`src/hdl/plc_pkg.sv`:
```
// shared types, codes and widths for the piecewise-linear calibration block
`timescale 1ns / 1ps
`default_nettype none

package plc_pkg;

   typedef logic signed [15:0] value_type;
   typedef logic [2:0]         how_type;
   typedef logic [5:0]         slot_type;

   localparam logic OP_LOAD    = 1'b0;
   localparam logic OP_CONVERT = 1'b1;

   localparam how_type HOW_EXACT  = 3'd0;
   localparam how_type HOW_INTERP = 3'd1;
   localparam how_type HOW_LOW    = 3'd2;
   localparam how_type HOW_HIGH   = 3'd3;
   localparam how_type HOW_HELD   = 3'd4;

   localparam int CSR_IDX_W  = 1;
   localparam int CSR_DATA_W = 7;
   localparam logic [CSR_IDX_W-1:0] CSR_ENTRIES = 1'b0;
   localparam logic [CSR_IDX_W-1:0] CSR_MODE    = 1'b1;

   localparam logic [CSR_DATA_W-1:0] ENTRIES_RESET = 7'd26;
   localparam logic                  MODE_RESET    = 1'b1;
   localparam logic                  MODE_CLAMP    = 1'b1;
   localparam int                    MIN_ENTRIES   = 2;

   // one table entry holds x in the upper half and y in the lower half
   localparam int ENTRY_W = 32;

   // |dy|*100 fits 23 bits, |slope|*(sample-x) fits 39 bits
   localparam int SLOPE_W     = 23;
   localparam int DIV_W       = 39;
   localparam int DVS_W       = 16;
   localparam int SHORT_STEPS = 24;
   localparam int STEP_W      = $clog2(DIV_W + 1);
   localparam int SCALE       = 100;

   // a product at or above the cap saturates the result whatever y is
   localparam int               CAP_W    = 23;
   localparam logic [CAP_W-1:0] TERM_CAP = CAP_W'(SCALE * 65536);

   // x / 100 equals (x * RECIP_MUL) >> RECIP_SHIFT for every x up to the cap
   localparam int                 RECIP_W     = 24;
   localparam logic [RECIP_W-1:0] RECIP_MUL   = 24'd10737419;
   localparam int                 RECIP_SHIFT = 30;

   typedef struct packed {
      logic              start;
      logic              short_op;
      logic [DIV_W-1:0]  dividend;
      logic [DVS_W-1:0]  divisor;
   } div_req_type;

   typedef struct packed {
      logic              busy;
      logic              done;
      logic [DIV_W-1:0]  quotient;
   } div_rsp_type;

endpackage

`default_nettype wire

```
`src/hdl/plc_if.sv`:
```
// request and response channel interfaces of the calibration block
`timescale 1ns / 1ps
`default_nettype none

interface plc_req_if;
   import plc_pkg::*;

   logic      valid;
   logic      ready;
   logic      op;
   slot_type  entry_index;
   value_type point_x;
   value_type point_y;
   value_type sample;

   modport source (output valid, op, entry_index, point_x, point_y, sample, input ready);
   modport sink   (input valid, op, entry_index, point_x, point_y, sample, output ready);
endinterface

interface plc_rsp_if;
   import plc_pkg::*;

   logic      valid;
   logic      ready;
   value_type calibrated;
   how_type   how_found;
   logic      saturated;

   modport source (output valid, calibrated, how_found, saturated, input ready);
   modport sink   (input valid, calibrated, how_found, saturated, output ready);
endinterface

`default_nettype wire

```
`src/hdl/plc_ram.sv`:
```
// generic simple dual-port ram with registered read
`timescale 1ns / 1ps
`default_nettype none

module plc_ram #(
   parameter int WIDTH = 32,
   parameter int DEPTH = 64,
   localparam int AW = $clog2(DEPTH)
) (
   input  wire logic             clock,
   input  wire logic             we,
   input  wire logic [AW-1:0]    waddr,
   input  wire logic [WIDTH-1:0] wdata,
   input  wire logic [AW-1:0]    raddr,
   output logic      [WIDTH-1:0] rdata
);

   logic [WIDTH-1:0] mem_ff [DEPTH];
   logic [WIDTH-1:0] rdata_ff;

   always_ff @(posedge clock) begin
      if (we) begin
         mem_ff[waddr] <= wdata;
      end
      rdata_ff <= mem_ff[raddr];
   end

   assign rdata = rdata_ff;

endmodule

`default_nettype wire

```
`src/hdl/plc_div.sv`:
```
// bit-serial restoring divider, one quotient bit per cycle
`timescale 1ns / 1ps
`default_nettype none

module plc_div (
   input  wire logic                 clock,
   input  wire logic                 reset,
   input  wire plc_pkg::div_req_type div_req,
   output plc_pkg::div_rsp_type      div_rsp
);
   import plc_pkg::*;

   logic [DVS_W-1:0]  rem_ff, rem_in;
   logic [DIV_W-1:0]  quo_ff, quo_in;
   logic [DVS_W-1:0]  dvs_ff, dvs_in;
   logic [STEP_W-1:0] cnt_ff, cnt_in;
   logic              busy_ff, busy_in;
   logic              done_ff, done_in;

   logic [DVS_W:0]    trial;
   logic [DVS_W:0]    diff;
   logic              fits;

   assign trial = {rem_ff, quo_ff[DIV_W-1]};
   assign diff  = trial - {1'b0, dvs_ff};
   assign fits  = (trial >= {1'b0, dvs_ff});

   always_comb begin
      rem_in  = rem_ff;
      quo_in  = quo_ff;
      dvs_in  = dvs_ff;
      cnt_in  = cnt_ff;
      busy_in = busy_ff;
      done_in = 1'b0;
      if (div_req.start) begin
         rem_in  = '0;
         dvs_in  = div_req.divisor;
         busy_in = 1'b1;
         // narrow dividends are left-aligned so fewer steps are needed
         if (div_req.short_op) begin
            quo_in = div_req.dividend << (DIV_W - SHORT_STEPS);
            cnt_in = STEP_W'(SHORT_STEPS);
         end else begin
            quo_in = div_req.dividend;
            cnt_in = STEP_W'(DIV_W);
         end
      end else if (busy_ff) begin
         rem_in = fits ? diff[DVS_W-1:0] : trial[DVS_W-1:0];
         quo_in = {quo_ff[DIV_W-2:0], fits};
         cnt_in = cnt_ff - STEP_W'(1);
         if (cnt_ff == STEP_W'(1)) begin
            busy_in = 1'b0;
            done_in = 1'b1;
         end
      end
   end

   always_ff @(posedge clock) begin
      if (reset) begin
         busy_ff <= 1'b0;
         done_ff <= 1'b0;
         cnt_ff  <= '0;
      end else begin
         busy_ff <= busy_in;
         done_ff <= done_in;
         cnt_ff  <= cnt_in;
      end
   end

   always_ff @(posedge clock) begin
      rem_ff <= rem_in;
      quo_ff <= quo_in;
      dvs_ff <= dvs_in;
   end

   assign div_rsp.busy     = busy_ff;
   assign div_rsp.done     = done_ff;
   assign div_rsp.quotient = quo_ff;

endmodule

`default_nettype wire

```
`src/hdl/piecewise_linear_calibration_top.sv`:
```
// piecewise-linear calibration: breakpoint table in ram, serial scan, bit-serial divider
//
//   channel   dir   handshake          payload
//   req_if    in    valid / ready      op, entry_index, point_x, point_y, sample
//   rsp_if    out   valid / ready      calibrated, how_found, saturated
//   csr_*     in    csr_we             csr_index, csr_wdata
//
// a load item writes its entry and the block stays ready; a convert item scans the table
// one entry per cycle through the ram read port and stops at an exact hit or a segment hit,
// or at the last of the n entries in use with a clamp or a hold
// an interpolation then runs 24 bit-serial divider steps for the slope, then a
// multiply, a reciprocal multiply for the scaling by 100 and the saturating sum
// synchronous reset clears control and config; the table is undefined until loaded
// a finished result waits in the output register while the next item is accepted; a
// second result stalls in the done state until the output register drains
`timescale 1ns / 1ps
`default_nettype none

module piecewise_linear_calibration_top #(
   parameter int MAX_ENTRIES = 64
) (
   input  wire logic                             clock,
   input  wire logic                             reset,
   plc_req_if.sink                               req_if,
   plc_rsp_if.source                             rsp_if,
   input  wire logic                             csr_we,
   input  wire logic [plc_pkg::CSR_IDX_W-1:0]    csr_index,
   input  wire logic [plc_pkg::CSR_DATA_W-1:0]   csr_wdata
);
   import plc_pkg::*;

   localparam int IW = $clog2(MAX_ENTRIES);
   localparam int CW = $clog2(MAX_ENTRIES + 1);

   localparam logic [2:0] ST_IDLE  = 3'd0;
   localparam logic [2:0] ST_SCAN  = 3'd1;
   localparam logic [2:0] ST_DIV1  = 3'd2;
   localparam logic [2:0] ST_MUL   = 3'd3;
   localparam logic [2:0] ST_SCALE = 3'd4;
   localparam logic [2:0] ST_SUM   = 3'd5;
   localparam logic [2:0] ST_DONE  = 3'd6;

   // control
   logic [2:0]            state_ff, state_in;
   logic [CW-1:0]         n_ff, n_in;
   logic [CW-1:0]         issue_ff, issue_in;
   logic                  rd_valid_ff, rd_valid_in;
   logic [CW-1:0]         rd_idx_ff, rd_idx_in;
   logic                  div_go_ff, div_go_in;
   logic                  rsp_valid_ff, rsp_valid_in;
   value_type             last_result_ff, last_result_in;
   logic [CSR_DATA_W-1:0] entries_ff, entries_in;
   logic                  mode_ff, mode_in;

   // datapath
   value_type             sample_ff, sample_in;
   value_type             prev_x_ff, prev_x_in;
   value_type             prev_y_ff, prev_y_in;
   value_type             first_x_ff, first_x_in;
   value_type             first_y_ff, first_y_in;
   value_type             seg_y0_ff, seg_y0_in;
   logic [15:0]           delta_ff, delta_in;
   logic [DVS_W-1:0]      dx_ff, dx_in;
   logic [15:0]           dy_mag_ff, dy_mag_in;
   logic                  dy_neg_ff, dy_neg_in;
   logic [SLOPE_W-1:0]    slope_ff, slope_in;
   logic [DIV_W-1:0]      prod_ff, prod_in;
   logic [DIV_W-1:0]      term_ff, term_in;
   value_type             res_value_ff, res_value_in;
   how_type               res_how_ff, res_how_in;
   logic                  res_sat_ff, res_sat_in;
   value_type             rsp_value_ff, rsp_value_in;
   how_type               rsp_how_ff, rsp_how_in;
   logic                  rsp_sat_ff, rsp_sat_in;

   logic                      req_fire;
   logic                      rsp_fire;
   logic                      ram_we;
   logic [ENTRY_W-1:0]        ram_rdata;
   value_type                 cur_x;
   value_type                 cur_y;
   logic [CW-1:0]             n_eff;
   logic                      seg_hit;
   logic [16:0]               dy_wide;
   logic [16:0]               delta_wide;
   logic [16:0]               dx_wide;
   logic signed [40:0]        sum_wide;
   logic [DIV_W-1:0]          dy_scaled;
   logic [CAP_W-1:0]          prod_cap;
   logic [CAP_W+RECIP_W-1:0]  recip_prod;
   div_req_type               div_req;
   div_rsp_type               div_rsp;

   assign req_fire = req_if.valid && (state_ff == ST_IDLE);
   assign rsp_fire = rsp_valid_ff && rsp_if.ready;
   assign ram_we   = req_fire && (req_if.op == OP_LOAD)
                     && (32'(req_if.entry_index) < MAX_ENTRIES);

   assign req_if.ready      = (state_ff == ST_IDLE);
   assign rsp_if.valid      = rsp_valid_ff;
   assign rsp_if.calibrated = rsp_value_ff;
   assign rsp_if.how_found  = rsp_how_ff;
   assign rsp_if.saturated  = rsp_sat_ff;

   // table store; loads and scans never overlap, one item is in flight at a time
   plc_ram #(
      .WIDTH (ENTRY_W),
      .DEPTH (MAX_ENTRIES)
   ) u_table (
      .clock (clock),
      .we    (ram_we),
      .waddr (IW'(req_if.entry_index)),
      .wdata ({req_if.point_x, req_if.point_y}),
      .raddr (issue_ff[IW-1:0]),
      .rdata (ram_rdata)
   );

   assign cur_x = ram_rdata[ENTRY_W-1:16];
   assign cur_y = ram_rdata[15:0];

   always_comb begin
      if (32'(entries_ff) > MAX_ENTRIES) begin
         n_eff = CW'(MAX_ENTRIES);
      end else if (32'(entries_ff) < MIN_ENTRIES) begin
         n_eff = CW'(MIN_ENTRIES);
      end else begin
         n_eff = CW'(entries_ff);
      end
   end

   assign seg_hit    = (rd_idx_ff != '0) && (sample_ff > prev_x_ff) && (sample_ff < cur_x);
   assign dy_wide    = {cur_y[15], cur_y} - {prev_y_ff[15], prev_y_ff};
   assign delta_wide = {sample_ff[15], sample_ff} - {prev_x_ff[15], prev_x_ff};
   assign dx_wide    = {cur_x[15], cur_x} - {prev_x_ff[15], prev_x_ff};

   // |dy| * 100 as shifts and adds
   assign dy_scaled = DIV_W'({dy_mag_ff, 6'b0}) + DIV_W'({dy_mag_ff, 5'b0})
                      + DIV_W'({dy_mag_ff, 2'b0});

   // only the slope needs the divider; the scaling by 100 is a reciprocal multiply
   assign div_req.start    = div_go_ff;
   assign div_req.short_op = 1'b1;
   assign div_req.dividend = dy_scaled;
   assign div_req.divisor  = dx_ff;

   plc_div u_div (
      .clock   (clock),
      .reset   (reset),
      .div_req (div_req),
      .div_rsp (div_rsp)
   );

   // larger products saturate anyway, so the cap keeps the reciprocal exact
   assign prod_cap   = (prod_ff >= DIV_W'(TERM_CAP)) ? TERM_CAP : prod_ff[CAP_W-1:0];
   assign recip_prod = prod_cap * RECIP_MUL;

   always_comb begin
      if (dy_neg_ff) begin
         sum_wide = $signed({{25{seg_y0_ff[15]}}, seg_y0_ff}) - $signed({2'b00, term_ff});
      end else begin
         sum_wide = $signed({{25{seg_y0_ff[15]}}, seg_y0_ff}) + $signed({2'b00, term_ff});
      end
   end

   always_comb begin
      state_in       = state_ff;
      n_in           = n_ff;
      issue_in       = issue_ff;
      rd_valid_in    = 1'b0;
      rd_idx_in      = rd_idx_ff;
      div_go_in      = 1'b0;
      rsp_valid_in   = rsp_valid_ff;
      last_result_in = last_result_ff;
      entries_in     = entries_ff;
      mode_in        = mode_ff;
      sample_in      = sample_ff;
      prev_x_in      = prev_x_ff;
      prev_y_in      = prev_y_ff;
      first_x_in     = first_x_ff;
      first_y_in     = first_y_ff;
      seg_y0_in      = seg_y0_ff;
      delta_in       = delta_ff;
      dx_in          = dx_ff;
      dy_mag_in      = dy_mag_ff;
      dy_neg_in      = dy_neg_ff;
      slope_in       = slope_ff;
      prod_in        = prod_ff;
      term_in        = term_ff;
      res_value_in   = res_value_ff;
      res_how_in     = res_how_ff;
      res_sat_in     = res_sat_ff;
      rsp_value_in   = rsp_value_ff;
      rsp_how_in     = rsp_how_ff;
      rsp_sat_in     = rsp_sat_ff;

      if (csr_we) begin
         case (csr_index)
            CSR_ENTRIES: entries_in = csr_wdata;
            CSR_MODE:    mode_in    = csr_wdata[0];
            default:     ;
         endcase
      end

      if (rsp_fire) begin
         rsp_valid_in = 1'b0;
      end

      case (state_ff)
         ST_IDLE: begin
            if (req_fire && (req_if.op == OP_CONVERT)) begin
               sample_in = req_if.sample;
               n_in      = n_eff;
               issue_in  = '0;
               state_in  = ST_SCAN;
            end
         end
         ST_SCAN: begin
            if (issue_ff < n_ff) begin
               rd_valid_in = 1'b1;
               rd_idx_in   = issue_ff;
               issue_in    = issue_ff + CW'(1);
            end
            if (rd_valid_ff) begin
               prev_x_in = cur_x;
               prev_y_in = cur_y;
               if (rd_idx_ff == '0) begin
                  first_x_in = cur_x;
                  first_y_in = cur_y;
               end
               // segment to the previous entry is checked before an exact hit on this one
               if (seg_hit) begin
                  seg_y0_in = prev_y_ff;
                  delta_in  = delta_wide[15:0];
                  dx_in     = dx_wide[DVS_W-1:0];
                  dy_neg_in = dy_wide[16];
                  dy_mag_in = dy_wide[16] ? 16'(-dy_wide) : dy_wide[15:0];
                  div_go_in = 1'b1;
                  state_in  = ST_DIV1;
               end else if (sample_ff == cur_x) begin
                  res_value_in = cur_y;
                  res_how_in   = HOW_EXACT;
                  res_sat_in   = 1'b0;
                  state_in     = ST_DONE;
               end else if (rd_idx_ff == n_ff - CW'(1)) begin
                  res_sat_in = 1'b0;
                  state_in   = ST_DONE;
                  if ((mode_ff == MODE_CLAMP) && (sample_ff < first_x_ff)) begin
                     res_value_in = first_y_ff;
                     res_how_in   = HOW_LOW;
                  end else if ((mode_ff == MODE_CLAMP) && (sample_ff > cur_x)) begin
                     res_value_in = cur_y;
                     res_how_in   = HOW_HIGH;
                  end else begin
                     // outside with hold mode, or a gap in a table that is not ascending
                     res_value_in = last_result_ff;
                     res_how_in   = HOW_HELD;
                  end
               end
            end
         end
         ST_DIV1: begin
            if (div_rsp.done) begin
               slope_in = div_rsp.quotient[SLOPE_W-1:0];
               state_in = ST_MUL;
            end
         end
         ST_MUL: begin
            prod_in  = slope_ff * delta_ff;
            state_in = ST_SCALE;
         end
         ST_SCALE: begin
            term_in  = DIV_W'(recip_prod[CAP_W+RECIP_W-1:RECIP_SHIFT]);
            state_in = ST_SUM;
         end
         ST_SUM: begin
            res_how_in = HOW_INTERP;
            if (sum_wide > 41'sd32767) begin
               res_value_in = 16'sh7fff;
               res_sat_in   = 1'b1;
            end else if (sum_wide < -41'sd32768) begin
               res_value_in = 16'sh8000;
               res_sat_in   = 1'b1;
            end else begin
               res_value_in = sum_wide[15:0];
               res_sat_in   = 1'b0;
            end
            state_in = ST_DONE;
         end
         ST_DONE: begin
            // wait for the output register to free up
            if (!rsp_valid_ff || rsp_if.ready) begin
               rsp_valid_in   = 1'b1;
               rsp_value_in   = res_value_ff;
               rsp_how_in     = res_how_ff;
               rsp_sat_in     = res_sat_ff;
               last_result_in = res_value_ff;
               state_in       = ST_IDLE;
            end
         end
         default: begin
            state_in = ST_IDLE;
         end
      endcase
   end

   always_ff @(posedge clock) begin
      if (reset) begin
         state_ff       <= ST_IDLE;
         n_ff           <= CW'(MIN_ENTRIES);
         issue_ff       <= '0;
         rd_valid_ff    <= 1'b0;
         rd_idx_ff      <= '0;
         div_go_ff      <= 1'b0;
         rsp_valid_ff   <= 1'b0;
         last_result_ff <= '0;
         entries_ff     <= ENTRIES_RESET;
         mode_ff        <= MODE_RESET;
      end else begin
         state_ff       <= state_in;
         n_ff           <= n_in;
         issue_ff       <= issue_in;
         rd_valid_ff    <= rd_valid_in;
         rd_idx_ff      <= rd_idx_in;
         div_go_ff      <= div_go_in;
         rsp_valid_ff   <= rsp_valid_in;
         last_result_ff <= last_result_in;
         entries_ff     <= entries_in;
         mode_ff        <= mode_in;
      end
   end

   always_ff @(posedge clock) begin
      sample_ff    <= sample_in;
      prev_x_ff    <= prev_x_in;
      prev_y_ff    <= prev_y_in;
      first_x_ff   <= first_x_in;
      first_y_ff   <= first_y_in;
      seg_y0_ff    <= seg_y0_in;
      delta_ff     <= delta_in;
      dx_ff        <= dx_in;
      dy_mag_ff    <= dy_mag_in;
      dy_neg_ff    <= dy_neg_in;
      slope_ff     <= slope_in;
      prod_ff      <= prod_in;
      term_ff      <= term_in;
      res_value_ff <= res_value_in;
      res_how_ff   <= res_how_in;
      res_sat_ff   <= res_sat_in;
      rsp_value_ff <= rsp_value_in;
      rsp_how_ff   <= rsp_how_in;
      rsp_sat_ff   <= rsp_sat_in;
   end

   // table reads stay inside the entries in use
   a_read_in_range: assert property (@(posedge clock) disable iff (reset)
      rd_valid_ff |-> (rd_idx_ff < n_ff))
      else $error("table read beyond entries in use");

   // the divider is never restarted while a division runs
   a_div_idle_start: assert property (@(posedge clock) disable iff (reset)
      div_req.start |-> !div_rsp.busy)
      else $error("divider started while busy");

   a_div_done_state: assert property (@(posedge clock) disable iff (reset)
      div_rsp.done |-> (state_ff == ST_DIV1))
      else $error("divider finished outside the divide state");

   // the pending result is always the remembered last result
   a_last_matches: assert property (@(posedge clock) disable iff (reset)
      rsp_valid_ff |-> (rsp_value_ff == last_result_ff))
      else $error("last result differs from pending response");

   a_sat_interp_only: assert property (@(posedge clock) disable iff (reset)
      (rsp_valid_ff && (rsp_how_ff != HOW_INTERP)) |-> !rsp_sat_ff)
      else $error("saturation flagged on a non-interpolated result");

endmodule

`default_nettype wire
```
`src/flat_wrapper.sv`:
```
// flat-port wrapper written by rule: the top's interface ports become plain ports
module piecewise_linear_calibration_top_flat import plc_pkg::*;
#(
   parameter int MAX_ENTRIES = 64
)
  (clock, reset, csr_we, csr_index, csr_wdata, req_if_valid, req_if_op, req_if_entry_index, req_if_point_x, req_if_point_y, req_if_sample, req_if_ready, rsp_if_valid, rsp_if_calibrated, rsp_if_how_found, rsp_if_saturated, rsp_if_ready);
  plc_req_if req_if_i ();
  plc_rsp_if rsp_if_i ();
  input  wire logic clock;
  input  wire logic reset;
  input  wire logic csr_we;
  input  wire logic [plc_pkg::CSR_IDX_W-1:0] csr_index;
  input  wire logic [plc_pkg::CSR_DATA_W-1:0] csr_wdata;
  input wire logic [$bits(req_if_i.valid)-1:0] req_if_valid;
  input wire logic [$bits(req_if_i.op)-1:0] req_if_op;
  input wire logic [$bits(req_if_i.entry_index)-1:0] req_if_entry_index;
  input wire logic [$bits(req_if_i.point_x)-1:0] req_if_point_x;
  input wire logic [$bits(req_if_i.point_y)-1:0] req_if_point_y;
  input wire logic [$bits(req_if_i.sample)-1:0] req_if_sample;
  output wire logic [$bits(req_if_i.ready)-1:0] req_if_ready;
  output wire logic [$bits(rsp_if_i.valid)-1:0] rsp_if_valid;
  output wire logic [$bits(rsp_if_i.calibrated)-1:0] rsp_if_calibrated;
  output wire logic [$bits(rsp_if_i.how_found)-1:0] rsp_if_how_found;
  output wire logic [$bits(rsp_if_i.saturated)-1:0] rsp_if_saturated;
  input wire logic [$bits(rsp_if_i.ready)-1:0] rsp_if_ready;
  assign req_if_i.valid = req_if_valid;
  assign req_if_i.op = req_if_op;
  assign req_if_i.entry_index = req_if_entry_index;
  assign req_if_i.point_x = req_if_point_x;
  assign req_if_i.point_y = req_if_point_y;
  assign req_if_i.sample = req_if_sample;
  assign req_if_ready = req_if_i.ready;
  assign rsp_if_valid = rsp_if_i.valid;
  assign rsp_if_calibrated = rsp_if_i.calibrated;
  assign rsp_if_how_found = rsp_if_i.how_found;
  assign rsp_if_saturated = rsp_if_i.saturated;
  assign rsp_if_i.ready = rsp_if_ready;
  piecewise_linear_calibration_top #(.MAX_ENTRIES(MAX_ENTRIES)) u_core (.clock(clock), .reset(reset), .req_if(req_if_i), .rsp_if(rsp_if_i), .csr_we(csr_we), .csr_index(csr_index), .csr_wdata(csr_wdata));
endmodule
```
`config.mk`:
```
export PLATFORM = sky130hd
export DESIGN_NAME = piecewise_linear_calibration_top_flat
export DESIGN_NICKNAME = d
export VERILOG_FILES = /design/src/hdl/plc_pkg.sv /design/src/hdl/plc_if.sv /design/src/hdl/plc_ram.sv /design/src/hdl/plc_div.sv /design/src/hdl/piecewise_linear_calibration_top.sv /design/src/flat_wrapper.sv
export SDC_FILE = /design/constraint.sdc
export NUM_CORES = 2
export LEC_CHECK = 0
export ABC_AREA = 1
export BUFFER_PORTS_ARGS = -buffer_cell sky130_fd_sc_hd__buf_4
export CORE_UTILIZATION = 40
export CTS_BUF_LIST = sky130_fd_sc_hd__clkbuf_8
export DETAILED_ROUTE_END_ITERATION = 8
export GPL_TIMING_DRIVEN = 0
export SKIP_LAST_GASP = 1
export SLEW_MARGIN = 5
export SYNTH_ARGS = -nofsm -noshare
export SYNTH_HDL_FRONTEND = slang
export SYNTH_SLANG_ARGS = --single-unit
```
`constraint.sdc`:
```
create_clock -name clock -period 7.37 [get_ports clock]
set_input_delay 1.474 -clock clock [delete_from_list [all_inputs] [get_ports clock]]
set_output_delay 1.474 -clock clock [all_outputs]
set_load 0.005 [all_outputs]
```
---- Word level (Yosys, flattened, before mapping) ----
Memory sizes are Yosys's and may differ from the RTL's. A register that Yosys moved wholly into a read port is not among the register bits.
Index checks and enable logic that the tools add are counted.
word-level totals
  logic and storage cells ................. 172
  bits in writable memories ............... 2048
  bits in read-only memories .............. 0
  memories ................................ 1
  bits in registers ....................... 394
  input bits .............................. 68
  latch bits .............................. 0
memory list
  memory                 words  bits a word  rd ports  clocked after memory_dff  wr ports  RTL line       text
  u_core.u_table.mem_ff  64     32           1         1                         1         plc_ram.sv:18  logic [WIDTH-1:0] mem_ff [DEPTH];
operators by class
  bitwise operators ....................... 5
  muxes and demuxes ....................... 55
  div/mod/pow operators ................... 0
  $add $sub $neg .......................... 12
  reductions and logical operators ........ 32
  magnitude comparators ................... 11
  eq/ne operators ......................... 17
  shift operators ......................... 0
  multiply operators ...................... 2
operators with widths
  operator                  count
  $mux W16                  10
  $mux W39                  2
  $sub A16 B16 Y16          3
  $mul A23 B24 Y47 const B  1
  $gt A41 B16 Y1 const B    1
  $lt A41 B16 Y1 const B    1
  $mux W41                  1
  $ge A39 B23 Y1 const B    1
  $mul A23 B16 Y39          1
  $mux W3                   13
  $gt A16 B16 Y1            2
  $lt A16 B16 Y1            2
  $pmux W16 S2              1
  $mux W7                   4
  $add A24 B18 Y24          1
  $add A22 B21 Y23          1
  $mux W23                  1
  $pmux W3 S7               1
  $add A16 B18 Y19          1
  $sub A16 B18 Y19          1
  $ge A17 B16 Y1            1
  $mux W1                   17
  $sub A16 B16 Y17          1
  $eq A16 B16 Y1            1
  34 further kinds          65

---- Longest topological paths before layout ----
  depth in word-level cells ............... 9
  gate-level depth with buffers ........... 35
  gate-level depth less buffers ........... 34

---- By module ----
Synthesis repeated with hierarchy kept, for this count alone.
second synthesis, totals
  cells, all modules ...................... 11967
  area total of the unflattened synthesis .. 126978.0 um2
modules (own cells, without submodules)
  module                            times used  cells each  seq. area each (um2)  area each (um2)
  plc_ram                           1           6785        62139.6               82785.6
  piecewise_linear_calibration_top  1           4618        8948.6                39665.5
  plc_div                           1           564         2132.0                4526.8

---- Least setup slack after synthesis ----
No wires, ideal clock.
  path type ............................... reg-to-reg
  from .................................... register u_core.prod_ff[35]
  to ...................................... register u_core.term_ff[14] (data pin)
  data arrival time ....................... 6429 ps
  buffers on the path ..................... 1
  slack ................................... 681 ps
  cell stages (with the launch flop) ...... 30
  library setup time ...................... 260 ps
  clock period less this slack ............ 6689 ps
  cells stage by stage .................... edfxtp_1 -> nor2_1 -> nand2_1 -> nor2_1 -> nand3_2 -> inv_1 -> clkbuf_1 -> nand2_1 -> inv_1 -> fa_1 -> fa_1 -> inv_1 -> fa_1 -> inv_1 -> fa_1 -> fa_1 -> fa_1 -> inv_1 -> fa_1 -> inv_1 -> ha_1 -> a21o_1 -> o21bai_1 -> a21oi_1 -> o21ai_0 -> a21oi_1 -> o21ai_1 -> nand2_1 -> nand2_1 -> xor2_1
on the way
  cells in the longest elaborated chain, start to end .. 3
ends and longest elaborated chain
  element                          RTL line                                 text
  start, declared                  piecewise_linear_calibration_top.sv:67   logic [DIV_W-1:0] prod_ff, prod_in;
  start signal, assigned           piecewise_linear_calibration_top.sv:344  prod_ff <= prod_in;
  $ge A39 B23 Y1                   piecewise_linear_calibration_top.sv:154  assign prod_cap = (prod_ff >= DIV_W'(TERM_CAP)) ? TERM_CAP : prod_ff[CAP_W-1:0];
  $mux W23                         piecewise_linear_calibration_top.sv:154
  $mul A23 B24 Y47                 piecewise_linear_calibration_top.sv:155  assign recip_prod = prod_cap * RECIP_MUL;
  named net u_core.recip_prod[44]  piecewise_linear_calibration_top.sv:90   logic [CAP_W+RECIP_W-1:0] recip_prod;
  end signal, assigned             piecewise_linear_calibration_top.sv:345  term_ff <= term_in;
  end, declared                    piecewise_linear_calibration_top.sv:68   logic [DIV_W-1:0] term_ff, term_in;
The timed path passes the listed nets, and every way through them passes these cells.
A chain may end at the register's enable or synchronous reset.

---- Worst setup path after layout ----
  from .................................... register u_core.slope_ff[15]
  to ...................................... register u_core.prod_ff[26] (data pin)
on the way
  cells in the longest elaborated chain, start to end .. 1
ends and longest elaborated chain
  element                 RTL line                                 text
  start, declared         piecewise_linear_calibration_top.sv:66   logic [SLOPE_W-1:0] slope_ff, slope_in;
  start signal, assigned  piecewise_linear_calibration_top.sv:343  slope_ff <= slope_in;
  $mul A23 B16 Y39        piecewise_linear_calibration_top.sv:268  prod_in = slope_ff * delta_ff;
No other way between the ends.

==> impl.org <==
** Status
- The flow ran to the end, but the final reports show violations.
- Violated checks :: max-capacitance violations, max-slew violations

** Drt
- Post-Route WL :: 446 mm
- Initial detailed-routing violation count :: roughly 12,000
- Vias :: roughly 90,000
- The first detailed-routing pass ran for 6 iterations.
- After detailed routing, the number of remaining DRC violations is 0.
- DR vias/cell :: around 5.8
- Antenna-violating nets left :: 0
- Post-DR wirelength/cell :: roughly 28 um

** Placement
- At the end of routability-driven placement, the weighted congestion stood at between 0.9 and 1.
- The wire-length estimate of the detail-placed layout is around 320 mm.
- The count of buffers added on input and output ports is 89.

** Worst setup path
- CP max-delay cell :: sky130_fd_sc_hd__clkbuf_1
- List of cells traversed by the critical path :: clkbuf_1 > clkbuf_1 > nand2_1 > fa_1 > inv_1 > fa_1 > inv_1 > fa_1 > fa_1 > fa_1 > inv_1 > fa_1 > ha_1 > nand2_1 > inv_1 > a21oi_1 > o21ai_0 > a211oi_1 > o21ai_0 > xor2_1
- Counting stages on the worst path, the most repeated cell is sky130_fd_sc_hd__fa_1.
- Endpoint type of the worst setup path :: flip-flop
- Class of the most critical setup path :: flip-flop to flip-flop
- Cell family contributing the most delay on the critical path :: adder cells
- CP Buf/Inv Count :: 6
- STA classifies the critical path startpoint as a flip-flop.
- Worst endpoint data arrival time :: a little under 8 ns
- In this run the worst path has a maximum fanout of 10.
- Longest individual stage delay on the worst path :: about 0.7 ns
- For the worst setup path, the data required time is about 8 ns.

** Global route
- Summed over all layers, the global routing overflow is 0.
- Maximum number of pins on one net before global-route repair :: 65
- In the global route stage, overall resource usage came out at 0.282.
- The first global-routing pass estimated between 600 and 700 mm of wire.
- Vias in the first global route :: approximately 89,000
- The number of antenna violations at the first check in global routing came to 34.

** Synthesis
- Of the post-synthesis cell area, the dominant cell type holds 0.571.
- A synthesized cell averages approximately 11 um^2.
- During synthesis, Yosys emitted a total of 0 warnings.
- After synthesis, the netlist uses 64 different library cells.
- Counting every net in the synthesized netlist gives 11,900.
- Sequential fraction of the synthesis area :: 0.591
- Post-synthesis async set-or-reset flop share :: 0
- Post-synth EDFFs :: around 2,400
- The cell count after synthesis came out at ~11,000.
- After synthesis the cells add up to ~120,000 um^2.
- Yosys attributes the largest share of cell area to sky130_fd_sc_hd__edfxtp_1 57%, sky130_fd_sc_hd__fa_1 8.0%, sky130_fd_sc_hd__ha_1 5.1%.
- Primary flip-flop cell chosen by synthesis mapping :: sky130_fd_sc_hd__edfxtp_1
- Most used standard cells in the synthesized netlist :: 2,352 x sky130_fd_sc_hd__edfxtp_1, 1,401 x sky130_fd_sc_hd__nor2_1, 1,281 x sky130_fd_sc_hd__nand2_1
- In this run, synthesis produced a sequential element count of about 2,500.
- Dominant cell type by area after synthesis :: sky130_fd_sc_hd__edfxtp_1
- Count leader, synth :: sky130_fd_sc_hd__edfxtp_1

** STA
- Setup violations remaining at the end of the flow were counted as 0.
- The max-slew violation total from the final report was 15.
- Of the available clock period, the critical path in the final layout requires 0.959.
- On the final layout, the worst hold slack is 0.408 ns.
- Setup repair after global routing could not meet its margin everywhere.
- The total count of hold-check failures in the final report came to 0.
- For the final database, setup skew stands at 0.165 ns.
- At the pin with the least slew margin, the transition time is roughly 1.5 ns.
- Min cycle time layout :: ~7.1 ns
- Max-slew headroom at the worst pin :: -0.0000691
- Setup TNS :: 0 ns
- Achievable Freq :: 142 MHz

** Power and ir drop
- Reported net switching power :: between 10 and 15 mW
- The share of total power dissipated in combinational logic is 0.297.
- Internal Dissipation :: approximately 24 mW
- Clock power frac :: 0.287
- Of the total power, the share spent switching nets is 0.377.
- Reported leakage power :: roughly 53 nW
- The share of total power dissipated in sequential elements is 0.416.
- Pwr/cell area :: ~280 nW/um^2
- Peak supply drop :: a little over 0.2 mV

** Floorplan
- Area of the core :: a little over 300,000 um^2
- The floorplan step set the die height to 558 um.
- For this configuration, the core starts out at a cell density of 0.403.
- Die ar. :: 311,000 um^2
- I/O Pins :: 90
- Number of core rows :: approximately 200
- The die is ~560 um wide.

** Worst hold path
- The worst hold path belongs to the class flip-flop to flip-flop.

** Finish
- The multi-input combinational cells in the finished layout cover a total of between 40,000 and 50,000 um^2.
- Total Nets Final :: ~12,000
- Total area of sequential cells :: 73,100 um^2
- Counting the fill cells in the layout gives 28,200.
- Layout overhead on the synthesized area :: 12.6%
- Of the cells placed in the final design, the portion with a size suffix greater than 1 is 0.0850.

** Clocking
- Clock tree synthesis found a total of ~2,500 sinks.
- Root Buffer Master :: sky130_fd_sc_hd__clkbuf_8
- The later pin in the worst-skew pair is clocked with a latency of roughly 1.1 ns.
- Number of buffers between clock root and the deepest sink :: 4
- Number of buffers added by the clock tree synthesis step :: roughly 400
- TritonCTS clock tree :: built
- In this run the number of H-tree levels came out at 5.
- The number of hold buffers added after CTS was 0.
- Clock slew seen by the registers of the worst setup and hold paths :: 0.06 ns

** Job
- The tool flagged a number of max-cap violations equal to 2.
path summary, 6_finish.rpt:
check / start / endpoint / slack (ns) / cells past startpoint
worst max-delay path: u_core.slope_ff[15]$_DFFE_PP_ / u_core.prod_ff[26]$_DFFE_PP_ / 0.30 / 20
worst min-delay path: u_core.prev_y_ff[2]$_DFFE_PP_ / u_core.seg_y0_ff[2]$_DFFE_PP_ / 0.41 / 0
worst max register to register: u_core.slope_ff[15]$_DFFE_PP_ / u_core.prod_ff[26]$_DFFE_PP_ / 0.30 / 20
worst min register to register: u_core.prev_y_ff[2]$_DFFE_PP_ / u_core.seg_y0_ff[2]$_DFFE_PP_ / 0.41 / 0
what timing repair did:
action / 4_1_cts / 5_1_grt
endpoints found under the setup margin: 17 / 20
buffers inserted: 2 / 10
pin swaps: 0 / 5
gates resized for setup: 12 / 40
gates cloned: 0 / 0
power by group through the flow:
stage	Clock [mW]	Sequential, mW	Combinational (mW)
floorplan	0	16.4	6.16
detailed placement	0	16.6	11.2
global placement	0	16.6	11.0
finish	11.3	16.3	11.7
CTS	11.3	16.3	11.3
global route	11.9	16.4	12.2
per-stage QoR:
step	std cells	power [mW]	setup slack [ns]	area, um^2	utilization
finish	15900	39.3	0.304	139000	0.454
global route	15900	40.4	-0.0116	139000	0.454
CTS	15800	38.9	0.00367	139000	0.454
detailed placement	15100	27.8	-0.532	132000	0.429
global placement	15000	27.7	-1.24	129000	0.422
floorplan	10800	22.6	0.681	124000	-
area by class of cell:
cell class,count,share of cell area
clock buffer,413,0.0408
sequential,2474,0.525
inverter,1152,0.0313
tap,4100,0.0368
multi-input combinational,6676,0.320
buffer,536,0.0165
clock inverter,315,0.0121
timing repair buffer,182,0.0175
antenna,16,0.000288
per-layer routing:
metal / wire [um] / vias up / track usage / part of all wire
met5: 66 / - / 0 / 0.00015
met4: 29800 / 10 / 0.160 / 0.067
met3: 49900 / 1314 / 0.0658 / 0.11
met2: 202000 / 5810 / 0.447 / 0.45
met1: 164000 / 45000 / 0.354 / 0.37
li1: - / 39200 / - / -
kinds of logic after synthesis:
| kind of cell | share of synthesized area |
|---|---|
| compound gates | 0.106 |
| xor+xnor | 0.0123 |
| fa+ha+maj | 0.131 |
| flops | 0.591 |
| buf+inv | 0.0535 |
| simple gates | 0.106 |
cells in the final DEF, fill, tap and decap left out, drive strengths merged, types with 19 or more instances in the layout:
cell type,n
edfxtp,2352
a31oi,25
xnor2,51
nor2,1408
o22ai,337
clkinv,162
o211ai,73
fa,496
nor3,47
clkbuf,778
nand3,373
o21ai,1202
o221ai,193
buf,353
a21oi,332
ha,503
nand4,88
dfxtp,122
a21o,19
xor2,118
nand2,1295
o21bai,20
inv,1280
registers in the layout, summed over array words and instances, names as in the netlist, 16 cells and up:
| register | count |
|---|---|
| u_core.u_table.mem_ff | 2048 |
| u_core.sample_ff | 16 |
| u_core.u_div.dvs_ff | 16 |
| u_core.dx_ff | 16 |
| u_core.u_div.quo_ff | 39 |
| u_core.dy_mag_ff | 16 |
| u_core.slope_ff | 23 |
| u_core.prev_x_ff | 16 |
| u_core.first_x_ff | 16 |
| u_core.last_result_ff | 16 |
| u_core.delta_ff | 16 |
| u_core.term_ff | 17 |
| u_core.u_table.rdata | 32 |
| u_core.rsp_if.calibrated | 16 |
| u_core.prod_ff | 39 |
| u_core.u_div.rem_ff | 16 |
| u_core.seg_y0_ff | 16 |
| u_core.first_y_ff | 16 |
| u_core.res_value_ff | 16 |
| u_core.prev_y_ff | 16 |
No activity file was read; power rests on OpenSTA's default activity.
